File: src/rtl/mbq_pkg.sv
// ----------------------------------------------------------------------------
// mbq_pkg
// Shared widths, register indexes, reset values and helpers of the filter bank.
// ----------------------------------------------------------------------------
package mbq_pkg;

  localparam int CHANNELS  = 16;
  localparam int CH_W      = 4;
  localparam int SAMPLE_W  = 24;
  localparam int ST_W      = 48;
  localparam int COEF_W    = 34;
  localparam int SCALE_W   = 33;
  localparam int CNT_W     = 16;
  localparam int ACC_W     = 54;
  localparam int MUL_A_W   = 34;
  localparam int MUL_B_W   = 24;
  localparam int PROD_W    = MUL_A_W + MUL_B_W;
  localparam int CFG_IDX_W = 3;
  localparam int TDATA_W   = 32;

  localparam logic [CFG_IDX_W-1:0] REG_INPUT_SCALE = 3'd0;
  localparam logic [CFG_IDX_W-1:0] REG_FB_TWO      = 3'd1;
  localparam logic [CFG_IDX_W-1:0] REG_FB_ONE      = 3'd2;
  localparam logic [CFG_IDX_W-1:0] REG_FF_TWO      = 3'd3;
  localparam logic [CFG_IDX_W-1:0] REG_FF_ONE      = 3'd4;
  localparam logic [CFG_IDX_W-1:0] REG_PRIME_COUNT = 3'd5;

  localparam logic [SCALE_W-1:0]       RST_INPUT_SCALE = 33'd107893;
  localparam logic signed [COEF_W-1:0] RST_FB_TWO      = 34'sd1052323368;
  localparam logic signed [COEF_W-1:0] RST_FB_ONE      = -34'sd2125849407;
  localparam logic signed [COEF_W-1:0] RST_FF_TWO      = 34'sd1073741824;
  localparam logic signed [COEF_W-1:0] RST_FF_ONE      = 34'sd2147483648;
  localparam logic [CNT_W-1:0]         RST_PRIME_COUNT = 16'd10000;

  localparam logic OP_FILTER = 1'b0;
  localparam logic OP_RESET  = 1'b1;

  function automatic logic [ST_W-1:0] mag_st(input logic signed [ST_W-1:0] v);
    mag_st = v[ST_W-1] ? (ST_W'(0) - v) : v;
  endfunction

  function automatic logic [COEF_W-1:0] mag_coef(input logic signed [COEF_W-1:0] v);
    mag_coef = v[COEF_W-1] ? (COEF_W'(0) - v) : v;
  endfunction

endpackage

File: src/rtl/mbq_mul.sv
// ----------------------------------------------------------------------------
// mbq_mul
// Shared unsigned multiplier with a registered product.
// ----------------------------------------------------------------------------
module mbq_mul (
  input  logic                          clk,
  input  logic [mbq_pkg::MUL_A_W-1:0]   op_a,
  input  logic [mbq_pkg::MUL_B_W-1:0]   op_b,
  output logic [mbq_pkg::PROD_W-1:0]    prod_r
);

  always_ff @(posedge clk) begin
    prod_r <= mbq_pkg::PROD_W'(op_a) * mbq_pkg::PROD_W'(op_b);
  end

endmodule

File: config.mk
export PLATFORM = sky130hd
export DESIGN_NAME = mbq_mul
export DESIGN_NICKNAME = d
export VERILOG_FILES = /design/src/rtl/mbq_pkg.sv /design/src/rtl/mbq_mul.sv
export SDC_FILE = /design/constraint.sdc
export NUM_CORES = 2
export LEC_CHECK = 0
export ABC_AREA = 0
export BUFFER_PORTS_ARGS = -buffer_cell sky130_fd_sc_hd__buf_2
export CAP_MARGIN = 15
export CORE_ASPECT_RATIO = 0.6
export CORE_MARGIN = 2
export CORE_UTILIZATION = 35
export DETAILED_ROUTE_END_ITERATION = 16
export GPL_TIMING_DRIVEN = 0
export SLEW_MARGIN = 20
export SYNTH_ARGS = -nofsm -noshare
export SYNTH_HDL_FRONTEND = slang
export SYNTH_SLANG_ARGS = --single-unit
File: constraint.sdc
create_clock -name clk -period 7.4 [get_ports clk]
set_input_delay 1.11 -clock clk [delete_from_list [all_inputs] [get_ports clk]]
set_output_delay 1.11 -clock clk [all_outputs]
set_load 0.01 [all_outputs]
==> flow_summary.json <==
{
  "run_status": "finished, violations left",
  "violations_in_the_final_reports": "negative setup slack",
  "ys.flop_type": "sky130_fd_sc_hd__dfxtp_1",
  "async_reset_ff_share_pct": 0,
  "drt_first_iter_violations": 2194,
  "floorplan.initialDensity_pct": 35.4,
  "core_sq_um": 77800,
  "viasPerCell": 4.98,
  "synth_seq_cells": 58,
  "antenna_left": 0,
  "critPathArrivalTime_ns": 7.75,
  "preCtsSetupSlack_ns": -2.06,
  "placed_cells_incl_taps": 4228,
  "flip_flop_count_of_the_largest_register_after_layout": 58,
  "worst_path_required_time_ns": 7.63,
  "numClockSinks": 58,
  "setup_crit_start_kind": "input pin",
  "layout_top_registers": "prod_r: 58 flops",
  "detail_route.wirelength_mm": 109,
  "cts-buffers-inserted": 9,
  "areaGrowthSynthToFinish_pct": 22.9,
  "grt_antenna_before_repair": 6,
  "clock-root-buffer": "sky130_fd_sc_hd__clkbuf_16",
  "synth_largest_type_area_fraction_pct": 51.0,
  "overflow": 0,
  "placement.io_buffers": 111,
  "period_share_pct": 102,
  "synth_enable_flop_cells": 0,
  "finalWorstSetupSlack_ns": -0.117,
  "syn_area_per_cell_sq_um": 9.00,
  "ys_top_cells_by_area": "sky130_fd_sc_hd__fa_1 51%, sky130_fd_sc_hd__inv_1 11%, sky130_fd_sc_hd__and2_1 9.9%, sky130_fd_sc_hd__ha_1 8.3%, sky130_fd_sc_hd__nand2_1 6.0%",
  "cts.reportedPaths.clkPinSlew_ns": 0.05,
  "regMostFlops": "prod_r",
  "hold_viol_final": 0,
  "setup_repair_after_global_routing_missed_its_margin": "true",
  "leading_cell_type_in_the_layout_fill_and_taps_excluded": "sky130_fd_sc_hd__inv_1",
  "timing.max_cap.violations": 0,
  "io-pin-count": 117,
  "totalNegativeSetupSlack_ns": -0.534,
  "worst_setup_path_end_kind": "flop",
  "chipWidth_um": 366,
  "cts_tree": "done",
  "placement_rows": 79,
  "finalNetCount": 4252,
  "max_freq_mhz": 133,
  "dr.pass1.iters": 7,
  "syn-instance-count": 3064,
  "relSlewSlack_pct": 70.0,
  "drcViolationCount": 0,
  "clock_h_tree_levels": 3,
  "setup_violations": 7,
  "grt.total_usage_pct": 27.2,
  "gp_congestion": 1.04,
  "hold-worst-slack_ns": 1.24,
  "grt_pass1_wl_mm": 159,
  "yosysUniqueCellTypes": 63,
  "detailed_place_hpwl_mm": 88.9,
  "tightestPinTransition_ns": 0.448,
  "final.min_clock_period_ns": 7.52,
  "vias": 21800,
  "yosys.area.top_type": "sky130_fd_sc_hd__fa_1",
  "die_height_um": 221,
  "syn-cell-area_sq_um": 27600,
  "fp.dieArea_sq_um": 81100,
  "finish.cell_count_without_fillers": 4374,
  "post_route_cells_drive_above_1_share_pct": 18.4,
  "number_of_synthesis_warnings": 0,
  "timing.hold.worst.class": "in2reg",
  "first_global_vias": 22700,
  "routedWlPerCell_um": 24.9,
  "maxSlewViolCount": 0,
  "number_of_buffers_on_the_longest_clock_path": 2,
  "fraction_of_the_yosys_area_taken_by_sequential_cells_pct": 4.21,
  "grt_start_max_net_pins": 11,
  "synthesis.nets": 4009,
  "holdBufCountCts": 0,
  "most_frequent_cells_in_the_layout": "745 x sky130_fd_sc_hd__inv_1, 647 x sky130_fd_sc_hd__fa_1, 431 x sky130_fd_sc_hd__nand2_1",
  "crit_type": "in2reg",
  "cp_max_fo": 10
}
## final timing paths
| check | cells past startpoint | to | slack (ns) | from |
|---|---|---|---|---|
| worst min-delay path | 3 | prod_r[1]$_DFF_P_ | 1.24 | op_a[1] |
| worst max-delay path | 24 | prod_r[55]$_DFF_P_ | -0.12 | op_a[0] |
## area by class of cell
cell class	instances	area [sq um]
inverter	776	2910
clock buffer	10	229
buffer	159	2580
antenna	10	25.0
sequential	58	1160
tap	1053	1320
clock inverter	5	80.1
fill	7576	43900
timing repair buffer	237	1960
multi-input combinational	2066	23600
## cells by family (layout without fill, tap and decap cells)
kind of cell | count (synthesis) | count (layout) | share of synthesized area (%)
and+or+nand+nor | 952 | 952 | 17.5
xor gates and xnor gates | 55 | 55 | 1.75
buffers and inverters | 940 | 1187 | 13.0
AOI/OAI and AO/OA | 173 | 173 | 4.19
DFF | 58 | 58 | 4.21
other | 0 | 10 | 0
adders and majority gates | 886 | 886 | 59.3
## layer usage
metal	wire, um	track usage, %
met1	47300	39.0
met2	37700	32.2
met3	21600	19.3
met4	2120	5.44
met5	124	0
## stage by stage
stage / util, % / area [sq um]
CTS: 42.5 / 33100
detailed placement: 37.9 / 29500
floorplan: - / 27600
global route: 43.5 / 33900
global placement: 37.9 / 29500
finish: 43.6 / 33900
## cell usage after synthesis (all sizes together) (2+ instances only)
| library cell | number |
|---|---|
| a41oi | 3 |
| o32ai | 2 |
| a21o | 26 |
| nand2 | 442 |
| a21oi | 56 |
| a31oi | 8 |
| o211ai | 3 |
| dfxtp | 58 |
| o21bai | 9 |
| a211oi | 4 |
| ha | 184 |
| or2 | 2 |
| and3 | 4 |
| o21a | 3 |
| o21ai | 32 |
| xor2 | 21 |
| o41a | 2 |
| inv | 776 |
| a221o | 2 |
| fa | 702 |
| a221oi | 3 |
| a211o | 3 |
| nand3 | 7 |
| nand4 | 18 |
| o22ai | 2 |
| a21boi | 6 |
| and2 | 437 |
| xnor2 | 34 |
| nor2b | 6 |
| nor3 | 7 |
| buf | 9 |
| o31ai | 2 |
| o41ai | 2 |
| clkbuf | 154 |
| nor2 | 25 |
## worst max-delay path, cell delays in order
cell                        delay (ns)
sky130_fd_sc_hd__buf_2            0.29
sky130_fd_sc_hd__clkbuf_2         0.45
sky130_fd_sc_hd__and2_1           0.20
sky130_fd_sc_hd__ha_1             0.24
sky130_fd_sc_hd__ha_1             0.29
sky130_fd_sc_hd__inv_1            0.05
sky130_fd_sc_hd__fa_1             0.55
sky130_fd_sc_hd__inv_2            0.04
sky130_fd_sc_hd__fa_1             0.47
sky130_fd_sc_hd__fa_1             0.53
sky130_fd_sc_hd__fa_1             0.51
sky130_fd_sc_hd__inv_2            0.05
sky130_fd_sc_hd__fa_2             0.69
sky130_fd_sc_hd__inv_2            0.08
sky130_fd_sc_hd__ha_4             0.27
sky130_fd_sc_hd__and3_4           0.21
sky130_fd_sc_hd__nand2_4          0.06
sky130_fd_sc_hd__nor3_4           0.18
sky130_fd_sc_hd__o2111ai_2        0.18
sky130_fd_sc_hd__a211o_1          0.36
sky130_fd_sc_hd__a211o_1          0.34
sky130_fd_sc_hd__a21oi_4          0.24
sky130_fd_sc_hd__a41oi_1          0.17
sky130_fd_sc_hd__xnor2_1          0.16
## what timing repair did
| item | 4_1_cts | 5_1_grt |
|---|---|---|
| cloned | 6 | 0 |
| gates resized for setup | 627 | 188 |
| setup endpoints to repair | 41 | 29 |
| endpoints found under the hold margin | 0 | 0 |
| pin swaps | 111 | 73 |
| buffers inserted | 86 | 35 |
Power is not shown: default switching activity piles up to over one toggle a cycle in this logic, so the estimate is an artifact.
